===== src/hdl/quadratic_bezier_point_gen_top_macros.svh =====
// Assertion macros shared by the quadratic Bezier point generator.
`ifndef QUADRATIC_BEZIER_POINT_GEN_TOP_MACROS_SVH
`define QUADRATIC_BEZIER_POINT_GEN_TOP_MACROS_SVH

// Same-cycle implication, checked on every rising edge outside reset.
`define BZQ_ASSERT_NOW(lbl, clk, rst_n, ante, cons) \
    lbl: assert property (@(posedge clk) disable iff (!(rst_n)) (ante) |-> (cons)) \
        else $error("bzq assertion failed");

// Next-cycle implication, checked on every rising edge outside reset.
`define BZQ_ASSERT_NEXT(lbl, clk, rst_n, ante, cons) \
    lbl: assert property (@(posedge clk) disable iff (!(rst_n)) (ante) |=> (cons)) \
        else $error("bzq assertion failed");

`endif


===== src/hdl/bzq_pkg.sv =====
// Shared types and constants of the quadratic Bezier point generator.
package bzq_pkg;

    localparam int T_W       = 17;
    localparam int FRAC_BITS = 16;
    localparam int RGB_W     = 24;
    localparam int CH_W      = 8;
    localparam int N_CH      = RGB_W / CH_W;
    localparam int PIPE_LAT  = 4;

    localparam logic [T_W-1:0] T_ONE      = 17'd65536;
    localparam logic [T_W-1:0] STEP_MIN   = 17'd1041;
    localparam logic [T_W-1:0] STEP_RESET = 17'd2048;

    localparam logic REG_T_STEP = 1'b0;

    typedef struct packed {
        logic           vld;
        logic           last;
        logic [T_W-1:0] t;
    } t_issue;

endpackage


===== src/hdl/bzq_lerp.sv =====
// Two-stage linear blend a + round((b - a) * t / 2^16).
module bzq_lerp #(
    parameter int W = 16
) (
    input  logic                        i_clk,
    input  logic                        i_en,
    input  logic signed [W-1:0]         i_a,
    input  logic signed [W-1:0]         i_b,
    input  logic [bzq_pkg::T_W-1:0]     i_t,
    output logic signed [W-1:0]         o_y
);
    import bzq_pkg::*;

    localparam int P_W = W + T_W + 2;
    localparam logic signed [P_W-1:0] ROUND_C = P_W'(64'd1 << (FRAC_BITS - 1));

    logic signed [W:0]     w_diff;
    logic signed [T_W:0]   w_t;
    logic signed [P_W-1:0] n_prod;
    logic signed [P_W-1:0] w_sum;
    logic signed [W-1:0]   n_y;

    logic signed [P_W-1:0] r_prod;
    logic signed [W-1:0]   r_a;
    logic signed [W-1:0]   r_y;

    always_comb begin
        w_diff = {i_b[W-1], i_b} - {i_a[W-1], i_a};
        w_t    = {1'b0, i_t};
        n_prod = P_W'(w_diff) * P_W'(w_t);
        w_sum  = r_prod + ROUND_C;
        n_y    = r_a + $signed(w_sum[FRAC_BITS+W-1:FRAC_BITS]);
    end

    always_ff @(posedge i_clk) begin
        if (i_en) begin
            r_prod <= n_prod;
            r_a    <= i_a;
            r_y    <= n_y;
        end
    end

    assign o_y = r_y;

endmodule


===== src/hdl/bzq_quad.sv =====
// Four-stage de Casteljau evaluation of one quadratic coordinate.
module bzq_quad #(
    parameter int W = 16
) (
    input  logic                        i_clk,
    input  logic                        i_en,
    input  logic signed [W-1:0]         i_p0,
    input  logic signed [W-1:0]         i_p1,
    input  logic signed [W-1:0]         i_p2,
    input  logic [bzq_pkg::T_W-1:0]     i_t,
    output logic signed [W-1:0]         o_y
);
    import bzq_pkg::*;

    logic [T_W-1:0]      r_t1;
    logic [T_W-1:0]      r_t2;
    logic signed [W-1:0] w_y01;
    logic signed [W-1:0] w_y12;

    always_ff @(posedge i_clk) begin
        if (i_en) begin
            r_t1 <= i_t;
            r_t2 <= r_t1;
        end
    end

    bzq_lerp #(.W(W)) u_lerp01 (
        .i_clk (i_clk),
        .i_en  (i_en),
        .i_a   (i_p0),
        .i_b   (i_p1),
        .i_t   (i_t),
        .o_y   (w_y01)
    );

    bzq_lerp #(.W(W)) u_lerp12 (
        .i_clk (i_clk),
        .i_en  (i_en),
        .i_a   (i_p1),
        .i_b   (i_p2),
        .i_t   (i_t),
        .o_y   (w_y12)
    );

    bzq_lerp #(.W(W)) u_lerp2 (
        .i_clk (i_clk),
        .i_en  (i_en),
        .i_a   (w_y01),
        .i_b   (w_y12),
        .i_t   (r_t2),
        .o_y   (o_y)
    );

endmodule


===== config.mk =====
export PLATFORM = sky130hd
export DESIGN_NAME = bzq_quad
export DESIGN_NICKNAME = d
export VERILOG_FILES = /design/src/hdl/quadratic_bezier_point_gen_top_macros.svh /design/src/hdl/bzq_pkg.sv /design/src/hdl/bzq_lerp.sv /design/src/hdl/bzq_quad.sv
export SDC_FILE = /design/constraint.sdc
export NUM_CORES = 2
export LEC_CHECK = 0
export BUFFER_PORTS_ARGS = -buffer_cell sky130_fd_sc_hd__clkbuf_2
export CAP_MARGIN = 20
export CORE_ASPECT_RATIO = 1.4
export CORE_UTILIZATION = 43
export DETAILED_ROUTE_END_ITERATION = 10
export PLACE_DENSITY = 0.6
export SKIP_LAST_GASP = 1
export SLEW_MARGIN = 25
export SYNTH_ARGS = -nofsm -noshare
export SYNTH_HDL_FRONTEND = slang
export SYNTH_SLANG_ARGS = --single-unit

===== constraint.sdc =====
create_clock -name i_clk -period 13.52 [get_ports i_clk]
set_input_delay 2.704 -clock i_clk [delete_from_list [all_inputs] [get_ports i_clk]]
set_output_delay 2.704 -clock i_clk [all_outputs]
set_load 0.02 [all_outputs]

==> results.txt <==
----------------------------------------------------
[Run status]
  Result of the run ... finished clean

[Job]
  Max-capacitance violation count ... 0

[Final layout]
  Fraction of final layout cells with drive strength greater than 1 ... 5.57%
  Layout-stage area growth over the synthesis result ... 6.76%
  Commonest non-fill, non-tap cell in the layout ... sky130_fd_sc_hd__inv_1
  Number of nets in the layout ... 5161
  Most used cells in the layout excluding fill and tap cells ... sky130_fd_sc_hd__inv_1, sky130_fd_sc_hd__fa_1, sky130_fd_sc_hd__nand2_1

[Logic synthesis]
  Async set-or-reset flop fraction in the synthesized netlist ... 0%
  Post-synthesis register bit count ... 181
  Number of distinct library cells after synthesis ... 72
  Mean instance size in the synthesized netlist ... 9.47 sq um
  Primary flip-flop cell chosen by synthesis mapping ... sky130_fd_sc_hd__edfxtp_1
  Synth warnings ... 0
  Number of enable-type register cells in the synthesized netlist ... 181
  Seq/Total Area, Yosys ... 14.5%
  Mapped Area ... 0.0376 sq mm
  Syn Inst Count ... 3971
  Net count after synthesis ... 5127

[Floorplanning]
  Die boundary width ... 252 um
  Die Area ... 0.0886 sq mm
  Height of the chip ... 352 um
  Core Box Area ... 0.0861 sq mm
  Initial Util ... 43.7%
  IO Pins ... 83
  Number of cell rows ... 127

[Critical path]
  Endpoint type of the worst setup path ... register
  Minimum setup slack among reg-to-reg paths ... 3.96 ns
  Setup crit start ... i_p1[0]
  Startpoint types ... primary input
  Worst r2r dst ... u_lerp2.r_prod[31]
  Kind of critical path ... in -> reg
  Worst R2R Path Depth ... 32
  Data required time of the critical path ... 13.74 ns
  Arrival @ worst endpoint ... 11.09 ns
  Worst-path cell with the longest stage delay ... sky130_fd_sc_hd__o22ai_1
  Crit path max fanout ... 7
  Worst stage delay on the critical path ... 0.73 ns
  Crit-path most repeated cell ... sky130_fd_sc_hd__fa_1
  Startpoint of the lowest-slack register-to-register path ... u_lerp01.o_y[0]

[Global route]
  Total gr overflow ... 0
  Global-route wire length before repair ... 153000 um
  Initial antenna violation count ... 6
  Maximum number of pins on one net before global-route repair ... 123
  Vias in the first global route ... 28200
  Overall Global Routing Usage ... 22.4%

[Drt]
  Total via count in the routed design ... 26500
  Detail Route Antenna Nets ... 0
  Met3 wire length ... 3380 um
  Highest metal used ... met5
  WL final ... 94700 um
  First drt pass iteration count ... 5
  Per-cell via count in the routed design ... 5.11
  DR DRC count ... 0
  DR WL met2 ... 50500 um
  DRC marker count from the first detailed-route iteration ... 1121
  Routed length per placed instance ... 18.3 um
  Met1 WL ... 36700 um

[Timing]
  Number of setup violations in the final report ... 0
  Fin. Hold Viols ... 0
  Setup total negative slack ... 0 ns
  Final count of pins violating max slew ... 0
  Worst slew margin ... 25.8%
  Maximum clock rate ... 0.0920 GHz
  Tightest Pin Transition ... 1.11 ns
  Worst clock skew ... 0.0159 ns
  Unrepaired setup endpoints after global routing ... no
  Final critical path time including I/O delays and setup ... 10.87 ns
  Fin crit share ... 80.4%

[Clock tree]
  Maximum clock insertion buffer count ... 2
  Number of gates resized after cts ... 0
  Number of CTS-inserted buffers ... 17
  Register clock-pin slew on the reported worst setup and hold paths ... 0.08 ns
  CTS sink cnt ... 181
  Root Driver ... sky130_fd_sc_hd__clkbuf_16
  Post-CTS Setup Repair Bufs ... 0
  Clock tree from TritonCTS ... done
  Number of levels in the clock H-tree ... 4
  Number of buffers added to fix hold violations after cts ... 0
  Skew-Pair Late Insertion Delay ... 0.47 ns

[Placed design]
  Final RePlAce weighted congestion ... 0.860
  Half-perimeter wire length after placement ... 75200 um
  Port Buf Inserts ... 82

[Min path]
  Startpoint of the tightest hold check path ... r_t1[15]
  Worst Hold Path EP ... r_t2[15]
  WHS Path Cells ... 0
  Worst min path class ... reg -> reg

----------------------------------------------------
## cell type report
class	count	area, sq um
antenna	3	7.51
fill	8414	46000
sequential	181	5440
clock buffer	18	429
inverter	922	3460
clock inverter	14	164
multi-input combinational	2743	28300
timing repair buffer	140	855
tap	1161	1450
## cell usage after synthesis (16+ instances only)
master                       n  area, sq um
sky130_fd_sc_hd__a21o_1     27          203
sky130_fd_sc_hd__a21oi_1    77          385
sky130_fd_sc_hd__and2_1    320         2000
sky130_fd_sc_hd__and3_1     33          206
sky130_fd_sc_hd__clkbuf_1  124          465
sky130_fd_sc_hd__edfxtp_1  181         5440
sky130_fd_sc_hd__fa_1      675        13500
sky130_fd_sc_hd__ha_1      414         5180
sky130_fd_sc_hd__inv_1     922         3460
sky130_fd_sc_hd__nand2_1   456         1710
sky130_fd_sc_hd__nand2b_1   24          150
sky130_fd_sc_hd__nand3_1    56          280
sky130_fd_sc_hd__nor2_1    108          405
sky130_fd_sc_hd__nor2b_1    96          601
sky130_fd_sc_hd__nor3_1     37          185
sky130_fd_sc_hd__o21a_1     22          165
sky130_fd_sc_hd__o21ai_0    33          165
sky130_fd_sc_hd__o21bai_1   16          120
sky130_fd_sc_hd__or2_2      23          144
sky130_fd_sc_hd__xnor2_1   125         1090
sky130_fd_sc_hd__xor2_1     40          350
## kinds of logic after synthesis
kind of cell	Yosys count	synth area share (%)
and+or+nand+nor	1210	16.3
DFF	181	14.5
buffers and inverters	1047	10.5
adders and majority gates	1089	49.7
muxes	3	0.0799
xor gates and xnor gates	169	4.07
AOI/OAI and AO/OA	272	4.88
## worst max-delay path by stage
| stage | to | slack (ns) | cells past startpoint |
|---|---|---|---|
| final | u_lerp01.r_prod[31] | 2.65 | 31 |
| after global routing | u_lerp01.r_prod[31] | 2.16 | 31 |
| after CTS | u_lerp01.r_prod[31] | 2.62 | 31 |
| after detailed placement | u_lerp01.r_prod[31] | 2.14 | 31 |
| after global placement | u_lerp01.r_prod[31] | 2.25 | 31 |
| after floorplan | u_lerp01.r_prod[31] | 3.20 | 31 |
## through the flow
stage / instances / area (sq um) / worst slack, ns / hold WS [ns] / utilization (%)
after global placement: 5147 / 39500 / 2.25 / 0.401 / 45.9
after global routing: 5179 / 40100 / 2.16 / 0.420 / 46.6
after CTS: 5179 / 40100 / 2.62 / 0.412 / 46.6
final: 5182 / 40100 / 2.65 / 0.409 / 46.6
after floorplan: 3971 / 37600 / 3.20 / 0.400 / -
after detailed placement: 5147 / 39500 / 2.14 / 0.405 / 45.9
## registers in the layout (all words and copies together) (netlist names)
register         flops
r_t2                17
r_t1                17
u_lerp12.o_y        16
u_lerp01.r_prod     17
u_lerp01.r_a        16
u_lerp2.r_a         16
u_lerp12.r_prod     17
u_lerp2.r_prod      17
u_lerp01.o_y        16
u_lerp12.r_a        16
u_lerp2.o_y         16
## critical path, delay by kind of cell
family	cells	cell delay, ns
AOI/OAI and AO/OA	15	3.75
adders and majority gates	9	3.61
buffers and inverters	5	0.46
xor gates and xnor gates	1	0.32
and+or+nand+nor	1	0.25
## layer usage
layer  vias up  global-route usage, %
met5         -                      0
li1      12200                      -
met2       540                   42.2
met4        12                   9.21
met1     13600                   25.7
met3       153                   2.38
Power is not shown: default switching activity piles up to over one toggle a cycle in this logic, so the estimate is an artifact.
