--- src/hdl/quadratic_bezier_point_gen_top_macros.svh ---
// Assertion macros shared by the quadratic Bezier point generator.
`ifndef QUADRATIC_BEZIER_POINT_GEN_TOP_MACROS_SVH
`define QUADRATIC_BEZIER_POINT_GEN_TOP_MACROS_SVH

// Same-cycle implication, checked on every rising edge outside reset.
`define BZQ_ASSERT_NOW(lbl, clk, rst_n, ante, cons) \
    lbl: assert property (@(posedge clk) disable iff (!(rst_n)) (ante) |-> (cons)) \
        else $error("bzq assertion failed");

// Next-cycle implication, checked on every rising edge outside reset.
`define BZQ_ASSERT_NEXT(lbl, clk, rst_n, ante, cons) \
    lbl: assert property (@(posedge clk) disable iff (!(rst_n)) (ante) |=> (cons)) \
        else $error("bzq assertion failed");

`endif

--- src/hdl/bzq_pkg.sv ---
// Shared types and constants of the quadratic Bezier point generator.
package bzq_pkg;

    localparam int T_W       = 17;
    localparam int FRAC_BITS = 16;
    localparam int RGB_W     = 24;
    localparam int CH_W      = 8;
    localparam int N_CH      = RGB_W / CH_W;
    localparam int PIPE_LAT  = 4;

    localparam logic [T_W-1:0] T_ONE      = 17'd65536;
    localparam logic [T_W-1:0] STEP_MIN   = 17'd1041;
    localparam logic [T_W-1:0] STEP_RESET = 17'd2048;

    localparam logic REG_T_STEP = 1'b0;

    typedef struct packed {
        logic           vld;
        logic           last;
        logic [T_W-1:0] t;
    } t_issue;

endpackage

--- src/hdl/bzq_seq.sv ---
// Curve holder that issues one parameter value per cycle into the pipeline while it is not stalled.
module bzq_seq #(
    parameter int COORD_WIDTH = 16
) (
    input  logic                            i_clk,
    input  logic                            i_rst_n,
    input  logic                            i_en,
    input  logic [bzq_pkg::T_W-1:0]         i_step,
    input  logic                            i_in_valid,
    output logic                            o_in_ready,
    input  logic signed [COORD_WIDTH-1:0]   i_start_x,
    input  logic signed [COORD_WIDTH-1:0]   i_start_y,
    input  logic [bzq_pkg::RGB_W-1:0]       i_start_rgb,
    input  logic signed [COORD_WIDTH-1:0]   i_end_x,
    input  logic signed [COORD_WIDTH-1:0]   i_end_y,
    input  logic [bzq_pkg::RGB_W-1:0]       i_end_rgb,
    input  logic signed [COORD_WIDTH-1:0]   i_ctrl_x,
    input  logic signed [COORD_WIDTH-1:0]   i_ctrl_y,
    input  logic [bzq_pkg::RGB_W-1:0]       i_ctrl_rgb,
    output bzq_pkg::t_issue                 o_issue,
    output logic signed [COORD_WIDTH-1:0]   o_start_x,
    output logic signed [COORD_WIDTH-1:0]   o_start_y,
    output logic [bzq_pkg::RGB_W-1:0]       o_start_rgb,
    output logic signed [COORD_WIDTH-1:0]   o_end_x,
    output logic signed [COORD_WIDTH-1:0]   o_end_y,
    output logic [bzq_pkg::RGB_W-1:0]       o_end_rgb,
    output logic signed [COORD_WIDTH-1:0]   o_ctrl_x,
    output logic signed [COORD_WIDTH-1:0]   o_ctrl_y,
    output logic [bzq_pkg::RGB_W-1:0]       o_ctrl_rgb
);
    import bzq_pkg::*;

    logic                          r_busy;
    logic                          n_busy;
    logic [T_W-1:0]                r_t;
    logic [T_W-1:0]                n_t;
    logic                          w_last;
    logic                          w_take;
    logic signed [COORD_WIDTH-1:0] r_sx, r_sy, r_ex, r_ey, r_cx, r_cy;
    logic [RGB_W-1:0]              r_srgb, r_ergb, r_crgb;

    always_comb begin
        w_last     = ({1'b0, r_t} + {1'b0, i_step}) > {1'b0, T_ONE};
        o_in_ready = !r_busy || (i_en && w_last);
        w_take     = i_in_valid && o_in_ready;
        n_busy     = r_busy;
        n_t        = r_t;
        if (w_take) begin
            n_busy = 1'b1;
            n_t    = '0;
        end else if (r_busy && i_en) begin
            if (w_last) begin
                n_busy = 1'b0;
            end else begin
                n_t = r_t + i_step;
            end
        end
    end

    always_ff @(posedge i_clk) begin
        if (!i_rst_n) begin
            r_busy <= 1'b0;
            r_t    <= '0;
        end else begin
            r_busy <= n_busy;
            r_t    <= n_t;
        end
    end

    always_ff @(posedge i_clk) begin
        if (w_take) begin
            r_sx   <= i_start_x;
            r_sy   <= i_start_y;
            r_srgb <= i_start_rgb;
            r_ex   <= i_end_x;
            r_ey   <= i_end_y;
            r_ergb <= i_end_rgb;
            r_cx   <= i_ctrl_x;
            r_cy   <= i_ctrl_y;
            r_crgb <= i_ctrl_rgb;
        end
    end

    always_comb begin
        o_issue.vld  = r_busy;
        o_issue.last = w_last;
        o_issue.t    = r_t;
    end

    assign o_start_x   = r_sx;
    assign o_start_y   = r_sy;
    assign o_start_rgb = r_srgb;
    assign o_end_x     = r_ex;
    assign o_end_y     = r_ey;
    assign o_end_rgb   = r_ergb;
    assign o_ctrl_x    = r_cx;
    assign o_ctrl_y    = r_cy;
    assign o_ctrl_rgb  = r_crgb;

endmodule

--- config.mk ---
export PLATFORM = sky130hd
export DESIGN_NAME = bzq_seq
export DESIGN_NICKNAME = d
export VERILOG_FILES = /design/src/hdl/quadratic_bezier_point_gen_top_macros.svh /design/src/hdl/bzq_pkg.sv /design/src/hdl/bzq_seq.sv
export SDC_FILE = /design/constraint.sdc
export NUM_CORES = 1
export LEC_CHECK = 0
export BUFFER_PORTS_ARGS = -buffer_cell sky130_fd_sc_hd__buf_2
export CAP_MARGIN = 0
export CORE_AREA = 2 2 148 150
export DETAILED_ROUTE_END_ITERATION = 7
export DIE_AREA = 0 0 150 152
export GPL_TIMING_DRIVEN = 0
export HOLD_SLACK_MARGIN = 0.05
export SYNTH_ARGS = -nofsm -noshare
export SYNTH_HDL_FRONTEND = slang
export SYNTH_SLANG_ARGS = --single-unit
--- constraint.sdc ---
create_clock -name i_clk -period 8.5 [get_ports i_clk]
set_clock_uncertainty 0.15 [all_clocks]
set_input_delay 0.85 -clock i_clk [delete_from_list [all_inputs] [get_ports i_clk]]
set_output_delay 0.85 -clock i_clk [all_outputs]
set_load 0.02 [all_outputs]
==> summary.md, run 1 <==
| Metric | Value |
|---|---|
| Most common cell after layout, fill and taps aside | buf_2 |
| #FFs+latches synth | ~190 |
| Worst Max-Slew Pin Slew | around 600 ps |
| Crit. End Element | primary output |
| Worst setup margin | approximately 3400 ps |
| Max Root-Sink Buffers | 2 |
| CP required | between 7000 and 8000 ps |
| DP HPWL | 16,000 um |
| Cts hold-fix bufs | 0 |
| Reg2Reg Launch Point | r_t[0] |
| Share of layout cells above drive strength 1 | between 50% and 60% |
| Area of the die | roughly 23,000 um2 |
| Clock transition at the registers of the reported paths | about 70 ps |
| RR Endpoint | o_ctrl_y[15] |
| Core area | about 21,000 um2 |
| Setup CP Type | in -> out |
| Syn Inst Count | slightly above 400 |
| Hold Path Origin | r_t[6] |
| ANT cells | 0 |
| Status | finished clean |
| Cell repeated most along the worst path | buf_2 |
| Total wire length | 20,600 um |
| Sequential area share after synthesis | between 70% and 80% |
| CP startpoint kind | input pin |
| Initial antenna violation count | 4 |
| Endpoints failing setup | 0 |
| Crit-path leading delay family | simple AND/OR/NAND/NOR gates |
| Clock share of power | about 36% |
| PostCTS Resize Cnt | 0 |
| Total net switching power | roughly 0.60 mW |
| Hold path cells | 2 |
| Fin crit period | roughly 5100 ps |
| Worst slew margin | between 60% and 70% |
| Reg2Reg Depth | 12 |
| Die X | about 150 um |
| Via Count | between 5,000 and 6,000 |
| Period utilization | between 60% and 70% |
| Vias in the first global route | just under 5,000 |
| CTS Sinks | between 150 and 200 |
| Worst VDD drop | 123 uV |
| Number of enable flip-flop cells after synthesis | around 170 |
| DRT antenna net count | 0 |
| Global-route wire length before repair | about 29,000 um |
| Min-Delay Endpoint | r_t[6] |
| CTS tree | yes |
| Pin count of the biggest net entering global routing | 60 |
| RSZ-0062 raised after global routing | no |
| Commonest non-fill, non-tap cells in the layout | 377 x buf_2, 168 x edfxtp_1, 24 x nor2_1 |
| Setup bufs post-CTS | 0 |
| Register share of total power | 50.0% |
| Clk Latency, worst-skew pair | ~420 ps |
| Initial core utilization | ~33% |
| Die height | approximately 150 um |
| Int Power | 1.58 mW |
| Switching Fraction | ~28% |
| Combinational Power Share | between 10% and 20% |
| Initial DRC Count | roughly 230 |
| Fmax | slightly below 200 MHz |
| Pre-CTS WS | 3330 ps |
| Total GRT Usage | between 15 and 20% |
| Num CTS Buffers | 17 |
| Share of the synthesized area in the top cell type | between 70% and 80% |
| Syn_nets | 611 |
| Slew Limit Fails | 0 |
| CP arrival | about 4100 ps |
| WP buf/inv | 4 |
| First-pass DRT Iterations | 7 |
| Crit path max fanout | 5 |
| Finished Core Util | 46.2% |
| Placer Congestion | between 0.8 and 0.9 |
| Rows | 54 |
| PortBufs | 376 |
| H-Tree Level Count | 4 |
| Slowest CP cell | or4b_4 |
| Mapped Area | between 6000 and 7000 um2 |
| CP cell instances | buf_2, ha_1, fa_1, a21oi_1, or2_1, a211oi_1, a311o_1, or4b_4, nor3_1, nand2_1, a21oi_2, inv_2, buf_4, buf_2 |
| Syn Area/Cell | 17.2 um2 |
| Avg WL per Cell | around 19 um |
| DRC | 0 |
| R2R Setup Slk | roughly 4200 ps |
| Clock root buffer | clkbuf_16 |
| Distinct cells, synth | between 50 and 60 |
| Synth Warn # | 0 |
| Layout area overhead | 41.8% |
| HP Class | reg -> reg |
| Final count of hold timing violations | 0 |
| Vias per cell | 4.59 |
| Most area-hungry cell type in the Yosys netlist | edfxtp_1 |
| Power Dens Cells | ~220 nW/um2 |
| Max-cap violations | 0 |
| Largest cells by area after synthesis | edfxtp_1 73%, dfxtp_1 5.2%, ha_1 3.1% |
| GRT overflow | 0 |
| Fin nets | between 1,000 and 1,500 |
| CP max stage delay | 570 ps |
| Ys async rst share | 0% |
| IO Count | ~380 |
| P_leak | 4.44 nW |
| Ys flop type | edfxtp_1 |
-- Yosys cell counts (all sizes together) (5+ instances only) --
| library cell | number |
|---|---|
| a21o | 9 |
| inv | 10 |
| nor3 | 8 |
| dfxtp | 18 |
| nand2 | 22 |
| or2 | 6 |
| nand2b | 5 |
| buf | 6 |
| mux2i | 10 |
| o21ai | 10 |
| xnor2 | 5 |
| nor2 | 24 |
| edfxtp | 168 |
| a21oi | 24 |
| ha | 17 |
-- state kept, by name (all words and copies together) (netlist names) --
register and cells:
o_ctrl_rgb 24, o_start_x 16, o_ctrl_y 16, r_busy 1
o_start_y 16, o_end_x 16, r_t 17, o_end_y 16
o_end_rgb 24, o_start_rgb 24, o_ctrl_x 16
-- power groups by stage --
stage	logic [mW]	clock network, mW	registers (mW)
floorplan	0.0716	0	1.21
global placement	0.289	0	1.13
detailed placement	0.300	0	1.11
CTS	0.301	0.820	1.09
global route	0.317	0.856	1.10
finish	0.297	0.794	1.09
-- logic make-up after synthesis --
| family | count (synthesis) | share of synthesized area [%] |
|---|---|---|
| flip-flops | 186 | 77.7 |
| AND/OR/NAND/NOR | 88 | 6.82 |
| AO/OA/AOI/OAI | 75 | 7.99 |
| adder cells (fa/ha/maj) | 18 | 3.35 |
| buffers and inverters | 17 | 1.39 |
| multiplexers | 11 | 1.60 |
| XOR/XNOR | 9 | 1.13 |
-- layer usage --
| metal | track usage [%] | share of wire [%] | vias to the layer above |
|---|---|---|---|
| li1 | - | - | 2374 |
| met1 | 20.1 | 38 | 2374 |
| met2 | 30.1 | 50 | 236 |
| met3 | 6.88 | 9.9 | 30 |
| met4 | 4.67 | 1.9 | 8 |
| met5 | 0 | 0.28 | - |
-- layout make-up --
cell class	count	area, um2
Inverter	10	37.5
Tap cell	280	350
Multi-Input combinational cell	201	1460
Buffer	7	58.8
Clock buffer	17	425
Fill cell	1975	11500
Sequential cell	186	5410
Timing Repair Buffer	379	1960
Clock inverter	15	166
-- stage by stage --
| step | power [mW] | setup TNS, ps | instances | instance area [um2] | hold WS, ps |
|---|---|---|---|---|---|
| after global placement | 1.42 | -220290 | 1060 | 9190 | 313 |
| after global routing | 2.27 | 0 | 1095 | 9860 | 367 |
| after detailed placement | 1.41 | 0 | 1063 | 9270 | 318 |
| after floorplan | 1.28 | 0 | 404 | 6950 | 393 |
| after CTS | 2.21 | 0 | 1095 | 9860 | 334 |
| final | 2.18 | 0 | 1095 | 9860 | 331 |
-- worst register-to-register path: stages, from the launching register on --
cell	delay [ps]
dfxtp_1	330
ha_1	220
fa_1	470
a21oi_1	210
or2_1	180
a211oi_1	90
a311o_1	360
or4b_4	570
nor3_1	380
a21oi_1	150
nand2b_4	320
buf_16	280
buf_16	250
-- worst max-delay path by stage --
stage	start	endpoint	slack (ps)	cells after the start
CTS	i_step[0]	o_issue[17]	3330	14
global placement	i_step[2]	o_ctrl_rgb[20]	-1340	11
finish	i_step[0]	o_issue[17]	3380	14
detailed placement	i_step[0]	o_issue[17]	3330	14
floorplan	i_step[4]	o_ctrl_rgb[0]	950	10
global route	i_step[0]	o_issue[17]	3190	14
Power figures use the tool's default switching activity.
==> run 2, diff against run 1 <==
Clock period 8.5 ns to 4.2 ns, I/O delays scaled along.
==> run 2 against run 1 <==
Net effect:
- critical path depth shrank 1
- combinational power grew to 2.5 times the previous value
- wire length grew 18%
- sequential share of layout area shrank 8.4 points
- first-iteration DRC count grew 46%
- sequential power grew 100%
- die area is the same
- critical endpoint unchanged
- largest power group unchanged
==> summary.md, run 2 (same netlist as run 1, synthesis figures left out) <==
| Metric | Value |
|---|---|
| Max-cap violations | 0 (unchanged) |
| Dpl cell area | 9280 um2 (about the same) |
| Critical Path Source | r_t[2] |
| Die X | 150 um (unchanged) |
| Worst Max-Slew Pin Slew | 739 ps (+143 ps) |
| Endpoints failing setup | 0 (unchanged) |
| Total wire length | 24,300 um (+18%) |
| Share of layout cells above drive strength 1 | 45.5% (-7.5 points) |
| Reg2Reg Launch Point | r_t[6] |
| Most common cell after layout, fill and taps aside | buf_2 |
| Fin crit period | 4050 ps |
| P_leak | 5.18 nW (+17%) |
| GRT overflow | 0 (unchanged) |
| Worst slew margin | 50.8% (-9.6 points) |
| Core area | 21,400 um2 (unchanged) |
| Commonest non-fill, non-tap cells in the layout | 376 x buf_2, 168 x dlygate4sd3_1, 168 x edfxtp_1 |
| Switching Fraction | 27.9% (+0.30 points) |
| Total net switching power | 1.28 mW (+110%) |
| Initial core utilization | 32.6% (unchanged) |
| DRT antenna net count | 0 (unchanged) |
| Fin nets | 1,183 (+17%) |
| Avg WL per Cell | 19.1 um (+1.3%) |
| IO Count | 377 (unchanged) |
| CP required | 3630 ps (-3870 ps) |
| Placed cells | 1,062 (-0.094%) |
| Global-route wire length before repair | 34,200 um (+17%) |
| Vias per cell | 4.61 (+0.54%) |
| DRC | 0 (unchanged) |
| Layout area overhead | 67.5% |
| Fmax | approximately 250 MHz |
| Total GRT Usage | 20.3% (+2.8 points) |
| Power Dens Cells | 392 nW/um2 (+77%) |
| Final non-filler cell total | 1,270 (+16%) |
| Worst VDD drop | 206 uV (+67%) |
| Rows | 54 (unchanged) |
| DP HPWL | 16,600 um (+3.4%) |
| Final std cell area, no fill | 11,600 um2 (+18%) |
| First-pass DRT Iterations | 4 (-3) |
| Crit path max fanout | 9 (+4) |
| Num CTS Buffers | 17 (unchanged) |
| CP arrival | 3480 ps (-640 ps) |
| Tot Pwr | 4.57 mW (+110%) |
| Initial DRC Count | 339 (+46%) |
| Clock transition at the registers of the reported paths | 80 ps (about the same) |
| Clock root buffer | clkbuf_16 |
| Pin count of the biggest net entering global routing | 71 (+18%) |
| Initial antenna violation count | 1 (-3) |
| Vias in the first global route | 5,849 (+21%) |
| Period utilization | 96.4% |
| HP Class | in -> reg |
| Clock share of power | 35.2% (-1.2 points) |
| CP startpoint kind | flip-flop |
| Register share of total power | 48.4% (-1.6 points) |
| RSZ-0062 raised after global routing | no |
| CTS tree | yes |
| H-Tree Level Count | 4 (unchanged) |
| Via Count | 5,856 (+17%) |
| Clk Latency, worst-skew pair | 430 ps (about the same) |
| Setup CP Type | reg -> out |
| Hold Path Origin | i_rst_n |
| Final count of hold timing violations | 0 (unchanged) |
| Status | finished clean |
| Setup_tns | 0 ps (unchanged) |
| Area of the die | 22,800 um2 (unchanged) |
| CTS Sinks | 186 (unchanged) |
| Int Power | 3.29 mW (+110%) |
| PortBufs | 376 (unchanged) |
| Slew Limit Fails | 0 (unchanged) |
| Crit. End Element | primary output |
| Placer Congestion | 0.842 (+5.2%) |
| Combinational Power Share | 16.4% (+2.8 points) |
| Max Root-Sink Buffers | 2 (unchanged) |
| Die height | 152 um (unchanged) |
-- run 2: cell type report --
class / count / area [um2]
Clock inverter: 15 / 171
Sequential cell: 186 / 5410
Antenna cell: 1 / 2.50
Buffer: 7 / 61.3
Tap cell: 280 / 350
Multi-Input combinational cell: 202 / 1530
Inverter: 10 / 37.5
Timing Repair Buffer: 552 / 3660
Clock buffer: 17 / 425
Fill cell: 1767 / 9700
-- run 2: path summary, 6_finish.rpt --
| check | endpoint | slack, ps | cells after the start |
|---|---|---|---|
| worst max-delay path | o_issue[17] | 150 | 13 |
| worst min-delay path | r_busy | 120 | 3 |
| worst max register to register | o_start_y[2] | 230 | 11 |
| worst min register to register | r_t[6] | 330 | 2 |
-- run 2: critical path, cell delays in order (launching register included) --
cell and delay [ps]:
dfxtp_1 350, ha_1 280, clkbuf_4 200, nand3_1 170
a21oi_4 290, or3_1 160, a21oi_1 110, or4b_4 590
nor3_4 270, nand2_2 110, a21oi_4 200, inv_2 50
buf_4 120, buf_2 150
-- run 2: routing by layer --
metal  vias up  part of all wire (%)  global-route usage [%]
li1       2720                     -                       -
met1      2802                    38                    23.0
met2       272                    50                    34.5
met3        62                   7.2                    5.35
met4         0                   5.1                    11.1
met5         -                     0                       0
-- run 2: repair_timing --
| action | in CTS | in global routing |
|---|---|---|
| buffers inserted | 0 | 6 |
| resized for setup | 2 | 7 |
| endpoints found under the setup margin | 1 | 118 |
| endpoints found under the hold margin | 168 | 0 |
| cloned | 0 | 1 |
| hold buffers | 168 | 0 |
| pin swaps | 0 | 10 |
-- run 2: stage by stage --
step | util (%) | hold WS (ps) | worst slack, ps
2_1_floorplan | - | 344 | 0.574
3_3_place_gp | 43.2 | 312 | -829
3_5_place_dp | 43.4 | 310 | -136
4_1_cts | 54.2 | 112 | 6.40
5_1_grt | 54.6 | 140 | 1.01
6_report | 54.6 | 122 | 150
-- run 2: power groups by stage --
stage / combinational, mW / sequential, mW / clock (mW)
after detailed placement: 0.608 / 2.25 / 0
after global placement: 0.589 / 2.25 / 0
after CTS: 0.741 / 2.21 / 1.66
after global routing: 0.793 / 2.22 / 1.72
after floorplan: 0.148 / 2.43 / 0
final: 0.751 / 2.21 / 1.61
==> run 3, diff against run 2 <==
--- a/constraint.sdc
+++ b/constraint.sdc
@@ -4,2 +4,2 @@
 set_output_delay 0.42 -clock i_clk [all_outputs]
-set_load 0.02 [all_outputs]
+set_load 0.1 [all_outputs]
==> run 3 against run 2 <==
Net effect:
- fmax decreased by 1.2%
- non-clock buffer count decreased by 2
- largest power group unchanged
- critical path depth unchanged
- count of clock-buffer cells in the layout increased by 1
- first-iteration DRC count decreased by 5.6%
- sequential share of layout area increased by 0.13 points
==> summary.md, run 3 (same netlist as run 1, synthesis figures left out) <==
| Metric | Value |
|---|---|
| Status | finished clean |
| Initial core utilization | 32.6% (unchanged) |
| Period utilization | 97.6% (+1.2 points) |
| CP arrival | 3530 ps (+50 ps) |
| Die height | 152 um (unchanged) |
| Max Root-Sink Buffers | 2 (unchanged) |
| Commonest non-fill, non-tap cells in the layout | 375 x buf_2, 168 x dlygate4sd3_1, 168 x edfxtp_1 |
| Fmax | 244 MHz (-1.2%) |
| Num CTS Buffers | 17 (unchanged) |
| Placer Congestion | 0.809 (-3.9%) |
| ANT cells | 0 (-1) |
| Max-cap violations | 0 (unchanged) |
| Multi-input logic area | 1540 um2 (+0.41%) |
| Endpoints failing setup | 0 (unchanged) |
| Crit. End Element | primary output |
| IO Count | 377 (unchanged) |
| Avg WL per Cell | 18.7 um (-2.1%) |
| Pin count of the biggest net entering global routing | 71 (unchanged) |
| Clk Latency, worst-skew pair | 420 ps (about the same) |
| Clock root buffer | clkbuf_16 |
| Register share of total power | 41.5% (-6.9 points) |
| CP cell instances | ha_4, fa_2, a21oi_2, or2_4, a211oi_1, a311o_1, or4b_4, nor3_4, nand2_2, a21oi_4, inv_2, buf_4, buf_8 |
| Worst Max-Slew Pin Slew | 674 ps (-64.6 ps) |
| Worst slew margin | 55.1% (+4.3 points) |
| Finished Core Util | 54.8% (+0.19 points) |
| Core area | 21,400 um2 (unchanged) |
| GRT overflow | 0 (unchanged) |
| Placed cells | 1,062 (unchanged) |
| Total net switching power | 2.02 mW (+59%) |
| Vias in the first global route | 5,963 (+1.9%) |
| P_leak | 5.18 nW (about the same) |
| Initial DRC Count | 320 (-5.6%) |
| Die X | 150 um (unchanged) |
| Slew Limit Fails | 0 (unchanged) |
| R2R Setup Slk | 230 ps (about the same) |
| Dpl cell area | 9340 um2 (+0.73%) |
| PortBufs | 376 (unchanged) |
| HP Class | in -> reg |
| Setup CP Type | reg -> out |
| Crit-path leading delay family | simple AND/OR/NAND/NOR gates |
| Total wire length | 23,700 um (-2.4%) |
| Slowest CP cell | or4b_4 |
| Int Power | 3.30 mW (about the same) |
| DRC | 0 (unchanged) |
| Area of the die | 22,800 um2 (unchanged) |
| WP buf/inv | 3 (-1) |
| Total GRT Usage | 20.0% (-0.29 points) |
| Global-route wire length before repair | 34,200 um (-0.24%) |
| Final count of hold timing violations | 0 (unchanged) |
| DRT antenna net count | 0 (unchanged) |
| RSZ-0062 raised after global routing | yes |
| CTS Sinks | 186 (unchanged) |
| Tot Pwr | 5.32 mW (+16%) |
| Switching Fraction | 38.0% (+10 points) |
| First-pass DRT Iterations | 4 (unchanged) |
| Crit path max fanout | 3 (-6) |
| Most common cell after layout, fill and taps aside | buf_2 |
| Share of layout cells above drive strength 1 | 46.7% (+1.2 points) |
| CP startpoint kind | flip-flop |
| CP required | 3630 ps (about the same) |
| Power Dens Cells | 455 nW/um2 (+16%) |
| Combinational Power Share | 28.4% (+12 points) |
| Initial antenna violation count | 1 (unchanged) |
| Filler cells | 1,762 (-0.28%) |
| Fin nets | 1,180 (-0.25%) |
| Fin crit period | 4100 ps (+48.7 ps) |
| CP max stage delay | 550 ps (-40 ps) |
| Via Count | 5,788 (-1.2%) |
| Final non-filler cell total | 1,266 (-0.31%) |
| DP HPWL | 16,100 um (-2.6%) |
| H-Tree Level Count | 4 (unchanged) |
| Clock transition at the registers of the reported paths | 70 ps (about the same) |
| Rows | 54 (unchanged) |
| CTS tree | yes |
| Layout area overhead | 68.1% |
| Vias per cell | 4.57 (-0.85%) |
| Clock share of power | 30.2% (-5.0 points) |
| Worst VDD drop | 243 uV (+18%) |
| Final std cell area, no fill | 11,700 um2 (+0.34%) |
| Seq. cell area | 5440 um2 (+0.62%) |
==> run 3: cell types whose count changed in the layout (fill, tap and decap cells not counted), sizes merged <==
cell    before  now
nand2b       6    5
buf        389  388
diode        1    0
clkinv       7    6
==> run 3: path summary, 6_finish.rpt <==
check                        to  cells after the start    start
hold reg to reg         r_t[10]                      2  r_t[10]
setup reg to reg  o_start_y[15]                     11   r_t[2]
hold / removal           r_busy                      3  i_rst_n
setup / recovery    o_issue[17]                     13   r_t[0]
==> run 3: repair_timing <==
action,CTS,global route
pin swaps,3,6
hold endpoints to repair,168,0
resized for setup,6,4
setup endpoints to repair,2,128
hold buffers,168,0
buffers inserted,1,3
cloned,0,0
==> run 3: layer usage <==
layer | wire length (um) | global-route usage, % | vias up
met1 | 8890 | 21.7 | 2771
met4 | 838 | 8.27 | 2
met5 | 13 | 0 | -
met3 | 1700 | 5.65 | 48
li1 | - | - | 2726
met2 | 12200 | 36.0 | 241
==> run 3: power by group through the flow <==
stage / registers [mW] / logic [mW] / clock network [mW]
2_1_floorplan: 3.17 / 0.163 / 0
3_3_place_gp: 2.25 / 1.35 / 0
3_5_place_dp: 2.24 / 1.37 / 0
4_1_cts: 2.20 / 1.51 / 1.66
5_1_grt: 2.22 / 1.55 / 1.73
6_report: 2.21 / 1.51 / 1.60
==> run 3: metrics by stage <==
step	setup slack (ps)	setup TNS [ps]	hold slack (ps)
6_report	101	0	117
2_1_floorplan	-74.2	-12470	369
4_1_cts	4.71	0	94.4
3_5_place_dp	-66.3	-5560	317
3_3_place_gp	-892	-147670	311
5_1_grt	-19.9	-19.9	116
==> run 3: area by class of cell <==
cell class / count / share of cell area, %
buffer: 7 / 0.524
clock buffer: 18 / 3.67
clock inverter: 14 / 1.48
inverter: 10 / 0.321
multi-input combinational: 201 / 13.1
sequential: 186 / 46.5
tap: 280 / 3.00
timing repair buffer: 550 / 31.3
==> run 3: worst min-delay path: cells and delay by family <==
family / cells / cell delay, ps
buffers and inverters: 1 / 120
AOI/OAI and AO/OA: 2 / 110
